===== config.mk =====
export PLATFORM = sky130hd
export DESIGN_NAME = psct_div
export DESIGN_NICKNAME = d
export VERILOG_FILES = /design/src/hdl/psct_pkg.sv /design/src/hdl/psct_div.sv
export SDC_FILE = /design/constraint.sdc
export NUM_CORES = 2
export LEC_CHECK = 0
export BUFFER_PORTS_ARGS = -buffer_cell sky130_fd_sc_hd__buf_2
export CORE_ASPECT_RATIO = 1.1
export CORE_MARGIN = 3
export CORE_UTILIZATION = 55
export CTS_CLUSTER_DIAMETER = 80
export DETAILED_ROUTE_END_ITERATION = 12
export PLACE_DENSITY = 0.78
export SLEW_MARGIN = 20
export SYNTH_ARGS = -nofsm -noshare
export SYNTH_HDL_FRONTEND = slang
export SYNTH_SLANG_ARGS = --single-unit

===== constraint.sdc =====
create_clock -name clk -period 9.15 [get_ports clk]
set_clock_uncertainty 0.05 [all_clocks]
set_input_delay 0.915 -clock clk [delete_from_list [all_inputs] [get_ports clk]]
set_output_delay 0.915 -clock clk [all_outputs]
set_load 0.01 [all_outputs]

===== src/hdl/psct_pkg.sv =====
// ============================================================================
// psct_pkg
// Widths, Q16.16 constants and function codes for the parabolic sin/cos/tan
// pipeline.
// ============================================================================
`default_nettype none

package psct_pkg;

    // Input and output field widths
    localparam int FUNC_W  = 2;
    localparam int ANGLE_W = 16;
    localparam int VALUE_W = 32;

    // Fraction bits of Q16.16 and angle widening shift (Q4.12 -> Q16.16)
    localparam int FRAC_W  = 16;
    localparam int WIDEN_SH = 4;

    // Angle widths: widened raw angle plus headroom, and wrapped angle
    localparam int X_EXT_W = ANGLE_W + WIDEN_SH + 1;
    localparam int ANG_W   = 19;

    // Parabola datapath widths
    localparam int M_W  = 2 * ANG_W;        // x*|x|
    localparam int P_W  = M_W - FRAC_W;     // rounded x*|x|
    localparam int T_W  = 40;               // constant products
    localparam int Y_W  = 20;               // parabola value, |y| <= ~1.0
    localparam int YY_W = 2 * Y_W;          // y*|y|
    localparam int D_W  = YY_W - FRAC_W;    // q - y
    localparam int E_W  = 40;               // 0.225*(q - y)

    localparam int PAR_STAGES = 8;

    // Divider: |sin| << 16 over |cos|, restoring, three quotient bits per stage
    localparam int DIV_W      = Y_W + FRAC_W;
    localparam int DVS_W      = Y_W;
    localparam int DIV_STEPS  = 3;
    localparam int DIV_STAGES = DIV_W / DIV_STEPS;

    // Q16.16 constants
    localparam int Q_PI      = 205887;
    localparam int Q_TWO_PI  = 411775;
    localparam int Q_HALF_PI = 102944;
    localparam int Q_B       = 83443;   // 4/pi
    localparam int Q_C       = 26561;   // 4/pi^2
    localparam int Q_P       = 14746;   // 0.225
    localparam int Q_HALF    = 32768;

    // Clamp bounds for the tangent magnitude
    localparam longint POS_LIM = 64'sd2147483647;
    localparam longint NEG_LIM = 64'sd2147483648;

    typedef enum logic [FUNC_W-1:0] {
        FUNC_WRAP = 2'd0,
        FUNC_SIN  = 2'd1,
        FUNC_COS  = 2'd2,
        FUNC_TAN  = 2'd3
    } psct_func_t;

endpackage

`default_nettype wire


===== src/hdl/psct_div.sv =====
// ============================================================================
// psct_div
// Pipelined unsigned restoring divider, three quotient bits per stage.
// ============================================================================
`default_nettype none

module psct_div (
    input  logic                              clk,
    input  logic [psct_pkg::DIV_STAGES-1:0]   en,
    input  logic [psct_pkg::DIV_W-1:0]        dividend,
    input  logic [psct_pkg::DVS_W-1:0]        divisor,
    output logic [psct_pkg::DIV_W-1:0]        quotient
);
    import psct_pkg::*;

    // w holds the remaining dividend bits in its top and the quotient
    // bits shifted in at its bottom
    logic [DVS_W-1:0] rem_reg [DIV_STAGES];
    logic [DIV_W-1:0] w_reg   [DIV_STAGES];
    logic [DVS_W-1:0] d_reg   [DIV_STAGES];

    for (genvar g = 0; g < DIV_STAGES; g++)
    begin : g_stage
        logic [DVS_W-1:0] r_in, d_in, r_out;
        logic [DIV_W-1:0] w_in, w_out;

        if (g == 0)
        begin : g_first
            assign r_in = '0;
            assign w_in = dividend;
            assign d_in = divisor;
        end
        else
        begin : g_rest
            assign r_in = rem_reg[g-1];
            assign w_in = w_reg[g-1];
            assign d_in = d_reg[g-1];
        end

        always_comb
        begin
            logic [DVS_W:0]   r2;
            logic [DVS_W-1:0] r;
            logic [DIV_W-1:0] w;
            r  = r_in;
            w  = w_in;
            r2 = '0;
            for (int j = 0; j < DIV_STEPS; j++)
            begin
                r2 = {r, w[DIV_W-1]};
                w  = {w[DIV_W-2:0], 1'b0};
                if (r2 >= {1'b0, d_in})
                begin
                    r2   = r2 - {1'b0, d_in};
                    w[0] = 1'b1;
                end
                r = r2[DVS_W-1:0];
            end
            r_out = r;
            w_out = w;
        end

        always_ff @(posedge clk)
        begin
            if (en[g])
            begin
                rem_reg[g] <= r_out;
                w_reg[g]   <= w_out;
                d_reg[g]   <= d_in;
            end
        end
    end

    assign quotient = w_reg[DIV_STAGES-1];

endmodule

`default_nettype wire


==> parameters.txt <==
Parameter                              Value

STA
  Max Clock Freq ... 112 MHz
  Final min period ... 8.89 ns
  Final Hold Fails ... 0
  Part of the cycle the worst path needs ... 97.2%
  Setup repair after global routing missed its margin ... false
  Worst slew margin relative to its limit ... 26.2%
  Setup-violating endpoint count in the final report ... 0
  Total negative slack for setup checks ... 0 ns
  Final count of pins violating max slew ... 0
  Worst-Margin Slew ... 1.11 ns
  Final worst hold slack ... 0.316 ns

Setup path
  Arrival time reported for the critical path endpoint ... 9.29 ns
  Crit-path most repeated cell ... a21oi_1
  Worst reg2reg startpoint ... d_reg[1][10]$_DFFE_PP_
  Critical path depth ... 33
  Peak per-stage delay on the critical path ... 0.56 ns
  Required time at the endpoint of the critical path ... 9.55 ns
  Cell at the slowest stage of the critical path ... a2111o_1
  Reg2reg path depth ... 33
  Startpoint-to-endpoint class of the critical path ... reg2reg
  Termination of the worst setup path ... rem_reg[2][1]$_DFFE_PP_
  Critical path launch point ... d_reg[1][10]$_DFFE_PP_
  Critical path launch point type ... register
  CP Max Fanout ... 11
  Endpoint of the worst register-to-register path ... rem_reg[2][1]$_DFFE_PP_
  Number of buffers and inverters on the critical path ... 4
  Top cell family by delay on the critical path ... compound AO/OA/AOI/OAI gates
  Kind of end point of the critical path ... register
  Flop2flop setup slack ... 0.26 ns

Synth
  YS warnings ... 0
  Top cells by area, synth ... edfxtp_1 39%, ha_1 13%, mux2_2 4.5%
  Largest family of logic cells by synthesized area ... compound AO/OA/AOI/OAI gates
  #FFs+latches synth ... 872
  XOR/XNOR share of the synthesized area ... 6.69%
  Part of the Yosys area used for sequential elements ... 38.7%
  Synth top cells by count ... 872 x edfxtp_1, 702 x ha_1, 516 x inv_1
  Top cell type by total area after synthesis ... edfxtp_1
  Syn Nets ... 7529
  Post-synthesis share of cell area spent on and, or, nand and nor gates ... 12.6%
  Synth Flop Type ... edfxtp_1
  EDFF count, synth ... 872
  Fraction of synthesized cell area taken by the top area cell type ... 38.7%
  Most frequently used cell type in the post-synthesis netlist ... edfxtp_1
  Avg Synthesized Cell Area ... 10.1 um2
  Post-Syn Instances ... 6724
  Count of distinct cell types in the synthesized netlist ... 100
  Share of synthesized flip-flops with an asynchronous set or reset ... 0%
  Post-Syn Area ... 67700 um2
  Adder-Cell Fraction of Synth Area ... 14.0%
  Multiplexer share of the synthesized area ... 5.99%
  Area fraction in compound gates after synthesis ... 18.2%

Clock network
  Number of clock sinks seen by CTS ... 872
  Clock transition at path regs ... 0.06 ns
  Cts-stage hold buffer count ... 0
  Depth of the CTS H-tree ... 3
  Number of buffers created by CTS ... 98
  Number of buffers between clock root and the deepest sink ... 3
  Root cell of the clock tree ... clkbuf_16
  Worst skew pair latency ... 0.73 ns
  TritonCTS clock tree ... built

Floorplan
  Floorplan row count ... 134
  DIE WIDTH ... 340 um
  Initial standard-cell utilization of the core ... 55.6%
  Y dimension of the die ... 374 um
  Top-level I/O count ... 105
  Floorplan Core Area ... 122000 um2
  Die Area ... 127000 um2

Global route
  Antenna violations before repair ... 5
  Pin count of the biggest net entering global routing ... 77
  Global Route Usage Sum ... 28.3%
  Number of global-route vias before repair ... 51289
  Global-route congestion overflow total ... 0
  First-pass GRT wire length ... 285000 um

Cells and area
  Area growth syn-to-layout ... 9.79%
  Final layout net count ... 7746
  Flip-flop and latch area ... 26200 um2
  Share of layout cells above drive strength 1 ... 12.0%
  Fill cell total of the finished layout ... 10083
  Final Instance Area ... 74300 um2
  Area of combinational cells with multiple inputs ... 39100 um2
  Max reg flops ... 432
  Final cell count without fillers ... 8656

Hold path
  Type of the worst min-delay path ... in2reg

Flow run
  Maximum capacitance violations ... 0

Place
  Placed inst area ... 70600 um2
  Port-buffer cells ... 104
  Detail Placement HPWL ... 146000 um
  Number of instances in the placed design ... 8447
  Routability congestion estimate from global placement ... 1.00

Routing
  ANT nets after route ... 0
  Initial drt markers ... 4464
  Total wirelength of the detailed-routed design ... 186000 um
  Detailed-router iteration count before antenna repair ... 8
  DRC violation count after routing ... 0
  Per-cell routed wire length ... 21.5 um
  Vias per Instance ... 6.18
  Total via count in the routed design ... 53529

Status
  Status ... finished clean
-- area by class of cell --
| cell class | count | area share [%] |
|---|---|---|
| flip-flops and latches | 872 | 35.3 |
| clock buffers | 113 | 3.43 |
| repair buffers | 244 | 2.22 |
| clock inverters | 69 | 1.01 |
| inverters | 529 | 2.69 |
| multi-input cells | 5195 | 52.6 |
| well taps | 1632 | 2.75 |
| repair inverters | 1 | 0.00674 |
| diodes | 1 | 0.00337 |
-- routing by layer --
layer  vias to the layer above  routed length (um)  global-route usage [%]  part of all wire, %
met5                         -                  31                       0                0.017
met4                         4                8210                    12.3                  4.4
met3                       419               10800                    3.06                  5.8
met2                      1870               89700                    48.1                   48
met1                     25535               77300                    36.5                   42
li1                      25701                   -                       -                    -
-- worst reg2reg max path: cells and delay by family (launching register included) --
kind	cells	cell delay [ns]
flip-flops	1	0.43
multiplexers	3	1.00
AO/OA/AOI/OAI	20	5.15
AND/OR/NAND/NOR	3	0.45
adder cells (fa/ha/maj)	3	0.92
buffers and inverters	4	0.62
-- placed cells by master (no fill, tap or decap), types with 44 or more instances in the layout --
| master | Yosys | layout |
|---|---|---|
| or3_1 | 44 | 44 |
| or2_2 | 56 | 56 |
| nand2_1 | 425 | 424 |
| edfxtp_1 | 872 | 872 |
| xnor2_1 | 334 | 334 |
| o21ai_0 | 353 | 350 |
| nor3_1 | 164 | 163 |
| a21oi_1 | 501 | 495 |
| and2_1 | 50 | 50 |
| buf_2 | 30 | 93 |
| a211oi_1 | 62 | 57 |
| buf_4 | 3 | 144 |
| nand3_1 | 154 | 154 |
| and3_1 | 78 | 77 |
| xor2_1 | 183 | 183 |
| nand4_1 | 103 | 103 |
| clkbuf_16 | 0 | 100 |
| nor2b_1 | 87 | 87 |
| o211ai_1 | 48 | 48 |
| o21bai_1 | 77 | 77 |
| o21a_1 | 93 | 93 |
| a31oi_1 | 52 | 51 |
| mux2_2 | 269 | 269 |
| ha_1 | 702 | 702 |
| mux2i_1 | 74 | 73 |
| nand2b_1 | 75 | 74 |
| inv_1 | 516 | 514 |
| a21o_1 | 254 | 254 |
| o221ai_1 | 55 | 55 |
| nor2_1 | 390 | 387 |
-- how the worst min path moves through the flow --
stage | from | to | slack [ns] | cells after the start
final | dividend[29] | w_reg[0][32]$_DFFE_PP_ | 0.32 | 1
after global routing | dividend[31] | w_reg[0][34]$_DFFE_PP_ | 0.30 | 1
after CTS | dividend[29] | w_reg[0][32]$_DFFE_PP_ | 0.26 | 1
after detailed placement | w_reg[0][94]$_DFFE_PP_ | w_reg[0][133]$_DFFE_PP_ | 0.35 | 0
after global placement | w_reg[2][31]$_DFFE_PP_ | w_reg[2][70]$_DFFE_PP_ | 0.35 | 0
after floorplan | w_reg[0][61]$_DFFE_PP_ | w_reg[0][100]$_DFFE_PP_ | 0.35 | 0
-- metrics by stage --
step | utilization, % | worst slack (ns)
floorplan | - | 0.810
global placement | 58.0 | 0.163
detailed placement | 58.0 | 0.0658
CTS | 60.7 | 0.0379
global route | 61.0 | 0.00794
finish | 61.0 | 0.256
-- timing repair --
action | CTS | global route
buffers inserted | 0 | 24
pin swaps | 0 | 5
resized for setup | 2 | 52
setup endpoints to repair | 1 | 168
cloned | 1 | 1
-- kinds of logic after synthesis --
kind of cell               Yosys count
xor gates and xnor gates           517
DFF                                872
muxes                              362
adders and majority gates          736
buffers and inverters              658
and+or+nand+nor                   1727
AOI/OAI and AO/OA                 1852
Power is not shown: default switching activity piles up to over one toggle a cycle in this logic, so the estimate is an artifact.
