[src/hdl/psct_pkg.sv]
// ============================================================================
// psct_pkg
// Widths, Q16.16 constants and function codes for the parabolic sin/cos/tan
// pipeline.
// ============================================================================
`default_nettype none

package psct_pkg;

    // Input and output field widths
    localparam int FUNC_W  = 2;
    localparam int ANGLE_W = 16;
    localparam int VALUE_W = 32;

    // Fraction bits of Q16.16 and angle widening shift (Q4.12 -> Q16.16)
    localparam int FRAC_W  = 16;
    localparam int WIDEN_SH = 4;

    // Angle widths: widened raw angle plus headroom, and wrapped angle
    localparam int X_EXT_W = ANGLE_W + WIDEN_SH + 1;
    localparam int ANG_W   = 19;

    // Parabola datapath widths
    localparam int M_W  = 2 * ANG_W;        // x*|x|
    localparam int P_W  = M_W - FRAC_W;     // rounded x*|x|
    localparam int T_W  = 40;               // constant products
    localparam int Y_W  = 20;               // parabola value, |y| <= ~1.0
    localparam int YY_W = 2 * Y_W;          // y*|y|
    localparam int D_W  = YY_W - FRAC_W;    // q - y
    localparam int E_W  = 40;               // 0.225*(q - y)

    localparam int PAR_STAGES = 8;

    // Divider: |sin| << 16 over |cos|, restoring, three quotient bits per stage
    localparam int DIV_W      = Y_W + FRAC_W;
    localparam int DVS_W      = Y_W;
    localparam int DIV_STEPS  = 3;
    localparam int DIV_STAGES = DIV_W / DIV_STEPS;

    // Q16.16 constants
    localparam int Q_PI      = 205887;
    localparam int Q_TWO_PI  = 411775;
    localparam int Q_HALF_PI = 102944;
    localparam int Q_B       = 83443;   // 4/pi
    localparam int Q_C       = 26561;   // 4/pi^2
    localparam int Q_P       = 14746;   // 0.225
    localparam int Q_HALF    = 32768;

    // Clamp bounds for the tangent magnitude
    localparam longint POS_LIM = 64'sd2147483647;
    localparam longint NEG_LIM = 64'sd2147483648;

    typedef enum logic [FUNC_W-1:0] {
        FUNC_WRAP = 2'd0,
        FUNC_SIN  = 2'd1,
        FUNC_COS  = 2'd2,
        FUNC_TAN  = 2'd3
    } psct_func_t;

endpackage

`default_nettype wire

[src/hdl/psct_parabola.sv]
// ============================================================================
// psct_parabola
// Eight-stage pipelined parabolic sine with the 0.225 refinement.
// ============================================================================
`default_nettype none

module psct_parabola (
    input  logic                                 clk,
    input  logic [psct_pkg::PAR_STAGES-1:0]      en,
    input  logic signed [psct_pkg::ANG_W-1:0]    x,
    output logic signed [psct_pkg::Y_W-1:0]      y
);
    import psct_pkg::*;

    logic signed [ANG_W-1:0] x1_reg, x2_reg;
    logic signed [M_W-1:0]   m1_reg;
    logic signed [P_W-1:0]   p2_reg;
    logic signed [T_W-1:0]   t1_reg, t2_reg;
    logic signed [Y_W-1:0]   y4_reg, y5_reg, y6_reg, y7_reg, y8_reg;
    logic signed [YY_W-1:0]  yy5_reg;
    logic signed [D_W-1:0]   d6_reg;
    logic signed [E_W-1:0]   e7_reg;

    logic signed [ANG_W-1:0] ax;
    logic signed [M_W-1:0]   m_next, m_rnd;
    logic signed [P_W-1:0]   p_next;
    logic signed [T_W:0]     diff, diff_rnd;
    logic signed [Y_W-1:0]   y_next, ay4;
    logic signed [YY_W-1:0]  yy_rnd;
    logic signed [D_W-1:0]   q6, d_next;
    logic signed [E_W-1:0]   e_rnd;
    logic signed [Y_W-1:0]   corr, y8_next;

    always_comb
    begin
        // stage 1: x*|x|
        ax     = (x < 0) ? -x : x;
        m_next = M_W'(x) * M_W'(ax);
        // stage 2: round to Q16.16
        m_rnd  = (m1_reg + M_W'(Q_HALF)) >>> FRAC_W;
        p_next = m_rnd[P_W-1:0];
        // stage 4: sum of products, one rounding
        diff     = (T_W+1)'(t1_reg) - (T_W+1)'(t2_reg);
        diff_rnd = (diff + (T_W+1)'(Q_HALF)) >>> FRAC_W;
        y_next   = diff_rnd[Y_W-1:0];
        // stage 5 operand
        ay4 = (y4_reg < 0) ? -y4_reg : y4_reg;
        // stage 6: q - y
        yy_rnd = (yy5_reg + YY_W'(Q_HALF)) >>> FRAC_W;
        q6     = yy_rnd[D_W-1:0];
        d_next = q6 - D_W'(y5_reg);
        // stage 8: y + round(0.225*(q - y))
        e_rnd   = (e7_reg + E_W'(Q_HALF)) >>> FRAC_W;
        corr    = e_rnd[Y_W-1:0];
        y8_next = y7_reg + corr;
    end

    always_ff @(posedge clk)
    begin
        if (en[0])
        begin
            x1_reg <= x;
            m1_reg <= m_next;
        end
        if (en[1])
        begin
            x2_reg <= x1_reg;
            p2_reg <= p_next;
        end
        if (en[2])
        begin
            t1_reg <= T_W'(x2_reg) * T_W'(Q_B);
            t2_reg <= T_W'(p2_reg) * T_W'(Q_C);
        end
        if (en[3])
        begin
            y4_reg <= y_next;
        end
        if (en[4])
        begin
            y5_reg  <= y4_reg;
            yy5_reg <= YY_W'(y4_reg) * YY_W'(ay4);
        end
        if (en[5])
        begin
            y6_reg <= y5_reg;
            d6_reg <= d_next;
        end
        if (en[6])
        begin
            y7_reg <= y6_reg;
            e7_reg <= E_W'(d6_reg) * E_W'(Q_P);
        end
        if (en[7])
        begin
            y8_reg <= y8_next;
        end
    end

    assign y = y8_reg;

endmodule

`default_nettype wire

[config.mk]
export PLATFORM = sky130hd
export DESIGN_NAME = psct_parabola
export DESIGN_NICKNAME = d
export VERILOG_FILES = /design/src/hdl/psct_pkg.sv /design/src/hdl/psct_parabola.sv
export SDC_FILE = /design/constraint.sdc
export NUM_CORES = 2
export LEC_CHECK = 0
export BUFFER_PORTS_ARGS = -buffer_cell sky130_fd_sc_hd__buf_2
export CORE_ASPECT_RATIO = 0.6
export CORE_MARGIN = 2
export CORE_UTILIZATION = 40
export DETAILED_ROUTE_END_ITERATION = 6
export GPL_ROUTABILITY_DRIVEN = 0
export HOLD_SLACK_MARGIN = 0.08
export PLACE_DENSITY = 0.61
export SLEW_MARGIN = 20
export SYNTH_ARGS = -nofsm -noshare
export SYNTH_HDL_FRONTEND = slang
export SYNTH_SLANG_ARGS = --single-unit
[constraint.sdc]
create_clock -name clk -period 12.75 [get_ports clk]
set_input_delay 0.6375 -clock clk [delete_from_list [all_inputs] [get_ports clk]]
set_output_delay 0.6375 -clock clk [all_outputs]
set_load 0.005 [all_outputs]
==> results by group <==
Detailed routing
  – First-pass DRT Iterations: 5
  – Routed WL per cell: 18.46 um
  – DRC marker count from the first detailed-route iteration: 3,098
  – Total Routed Length: 147,000 um
  – DRC: 0
  – Detailed-route via count: 39,430
  – Vias per std cell: 4.954
  – Number of nets with antenna violations after detailed routing: 0

Finish
  – Post-layout nets: 7,813
  – Share of final-layout standard cells stronger than drive strength 1: 3.467%
  – Count of filler cells inserted in the layout: 14,300
  – Area taken by multi-input logic gates: 0.04452 mm2
  – Post-synthesis to final-layout area growth: 6.708%
  – Post-layout util: 42.97%
  – Area of all sequential standard cells: 0.009759 mm2

Timing
  – Hold Violations, Final: 0
  – Worst-Margin Slew: 1.122 ns
  – Total negative setup slack: 0 ns
  – Fin Clk Skew: 0.02784 ns
  – Share of the cycle needed by the critical path after routing: 78.18%
  – Final number of setup-violating endpoints: 0
  – Worst hold margin: 0.3989 ns
  – Count of pins over their slew limit: 0
  – Final Critical Period: 9.968 ns
  – Fmax: 100.3 MHz
  – Remaining max-slew budget at the tightest pin: 24.80%
  – Setup repair after global routing missed its margin: no

GRT
  – Largest net degree at the start of global routing: 49
  – GRT Residual Overflow: 0
  – Overall fraction of global-route tracks in use: 19.85%
  – Initial antenna violation count: 6
  – Number of global-route vias before repair: 41,370
  – Global-route wire length before repair: 239,300 um

Worst setup path
  – Crit path launch type: flop
  – Logic depth of the worst path, buffers included: 30
  – Top fanout value on the critical path: 24
  – Biggest cell delay along the critical path: 0.57 ns
  – Crit path arrival time: 10.31 ns
  – Most Frequent Cell on Critical Path: sky130_fd_sc_hd__fa_1
  – Top cell family by delay on the critical path: adder cells
  – Critical Path End Type: flop
  – WS Path Type: reg2reg
  – Buffers and inverters on the worst path: 4
  – Length in cells of the worst reg-to-reg path: 30
  – Required time reported for the critical path endpoint: 13.09 ns
  – Slowest cell on the critical path: sky130_fd_sc_hd__or4_4

Floorplan
  – Effective utilization at floorplan: 40.27%
  – Die Wd: 505.5 um
  – Area of the placeable core: 0.1499 mm2
  – Die outline area: 0.1541 mm2
  – Chip height: 304.9 um
  – Number of ports placed on the die boundary: 48
  – Total number of placement rows: 110

Logic synthesis
  – Count of unique library cells instantiated by Yosys: 75
  – Top cells by area, synth: sky130_fd_sc_hd__fa_1 (39%), sky130_fd_sc_hd__edfxtp_1 (16%), sky130_fd_sc_hd__ha_1 (14%)
  – Yosys top cell area share: 39.07%
  – Commonest cells in the netlist: sky130_fd_sc_hd__inv_1 (1,504), sky130_fd_sc_hd__fa_1 (1,178), sky130_fd_sc_hd__ha_1 (697)
  – Cell area after synthesis: 0.06036 mm2
  – Sequential cell area fraction in the yosys report: 16.17%
  – Warning count from the yosys run: 0
  – Number of storage elements in the synthesis netlist: 325
  – Post-synthesis cell type with the largest combined area: sky130_fd_sc_hd__fa_1
  – Most common cell in the synthesized netlist: sky130_fd_sc_hd__inv_1
  – Fraction of registers with async set or reset after synthesis: 0%
  – Average size of a mapped cell: 10.23 um2
  – Net count after synthesis: 7,806
  – EDFF count, synth: 325
  – Number of cells produced by synthesis: 5,903
  – Synth Flop Type: sky130_fd_sc_hd__edfxtp_1

Clock tree
  – Worst-Skew Late Latency: 0.62 ns
  – CTS Sinks: 325
  – Clock-pin slew reported for the worst setup and hold paths after clock tree synthesis: 0.07 ns
  – Number of buffers added by the clock tree synthesis step: 40
  – Number of buffers inserted by hold repair at cts: 0
  – Clock tree from TritonCTS: yes
  – Post-CTS setup repair buffer count: 0
  – Max clock buf depth: 3
  – Quantity of gates resized following cts: 0
  – H-tree level count: 2
  – Clock root buffer master: sky130_fd_sc_hd__clkbuf_16

Min path
  – Type of the most critical hold path: reg2reg
  – Number of cells traversed by the worst hold path: 0

Placed design
  – Number of I/O port buffers: 47
  – Half-perimeter wire length of the detailed placement result: 124,800 um

Outcome
  – Run status: completed

Flow run
  – Max-cap violations: 0
## path summary, 6_finish.rpt
kind,start,slack [ns],endpoint
setup / recovery,y4_reg[6]$_DFFE_PP_,2.78,yy5_reg[39]$_DFFE_PP_
hold reg to reg,x1_reg[18]$_DFFE_PP_,0.40,x2_reg[18]$_DFFE_PP_
hold / removal,x1_reg[18]$_DFFE_PP_,0.40,x2_reg[18]$_DFFE_PP_
setup reg to reg,y4_reg[6]$_DFFE_PP_,2.78,yy5_reg[39]$_DFFE_PP_
## per-stage QoR
step | cells | cell area [um2] | worst slack (ns)
after floorplan | 5903 | 60360 | 3.676
after global placement | 7884 | 63070 | 2.880
after detailed placement | 7884 | 63070 | 2.712
after CTS | 7958 | 64370 | 2.794
after global routing | 7959 | 64410 | 2.084
final | 7960 | 64410 | 2.782
## final cells by class
type                       instances  share of cell area [%]
antenna                            2                0.007770
clock buffer                      52                   1.624
clock inverter                    22                  0.4021
inverter                        1506                   8.776
multi-input combinational       3936                   69.12
sequential                       325                   15.15
tap                             2016                   3.916
timing repair buffer             101                   1.006
## cell usage in the layout, fill, tap and decap left out, types with 11 or more instances in the layout
cell type and instances:
sky130_fd_sc_hd__a211oi_1 14, sky130_fd_sc_hd__a21o_1 57, sky130_fd_sc_hd__a21oi_1 132, sky130_fd_sc_hd__a31oi_1 13
sky130_fd_sc_hd__and2_1 222, sky130_fd_sc_hd__and3_1 30, sky130_fd_sc_hd__buf_2 44, sky130_fd_sc_hd__buf_4 57
sky130_fd_sc_hd__clkbuf_1 12, sky130_fd_sc_hd__clkbuf_16 40, sky130_fd_sc_hd__edfxtp_1 325, sky130_fd_sc_hd__fa_1 1178
sky130_fd_sc_hd__ha_1 697, sky130_fd_sc_hd__inv_1 1504, sky130_fd_sc_hd__nand2_1 532, sky130_fd_sc_hd__nand2b_1 28
sky130_fd_sc_hd__nand3_1 69, sky130_fd_sc_hd__nand4_1 25, sky130_fd_sc_hd__nor2_1 163, sky130_fd_sc_hd__nor2b_1 73
sky130_fd_sc_hd__nor3_1 40, sky130_fd_sc_hd__o211ai_1 11, sky130_fd_sc_hd__o21a_1 42, sky130_fd_sc_hd__o21ai_0 86
sky130_fd_sc_hd__o21bai_1 20, sky130_fd_sc_hd__o31ai_1 13, sky130_fd_sc_hd__or2_2 11, sky130_fd_sc_hd__or3_1 15
sky130_fd_sc_hd__or4_1 22, sky130_fd_sc_hd__xnor2_1 219, sky130_fd_sc_hd__xor2_1 84
## kinds of logic after synthesis
group,count (synthesis),synth area share [%]
compound gates,478,5.211
mux,17,0.2964
buf+inv,1642,10.23
flops,325,16.17
simple gates,1252,10.01
xor+xnor,314,4.569
fa+ha+maj,1875,53.52
## layer usage
layer	wire, um	up-vias	share of wire, %	track usage (%)
li1	-	18190	-	-
met1	78290	19820	53	33.92
met2	53050	1318	36	25.12
met3	14180	94	9.6	4.607
met4	1404	4	0.96	2.214
met5	53	-	0.036	0.1852
Power is left out: the tool's default activity adds up to more than one toggle a clock period on the data nets, which glitch-free logic cannot reach.
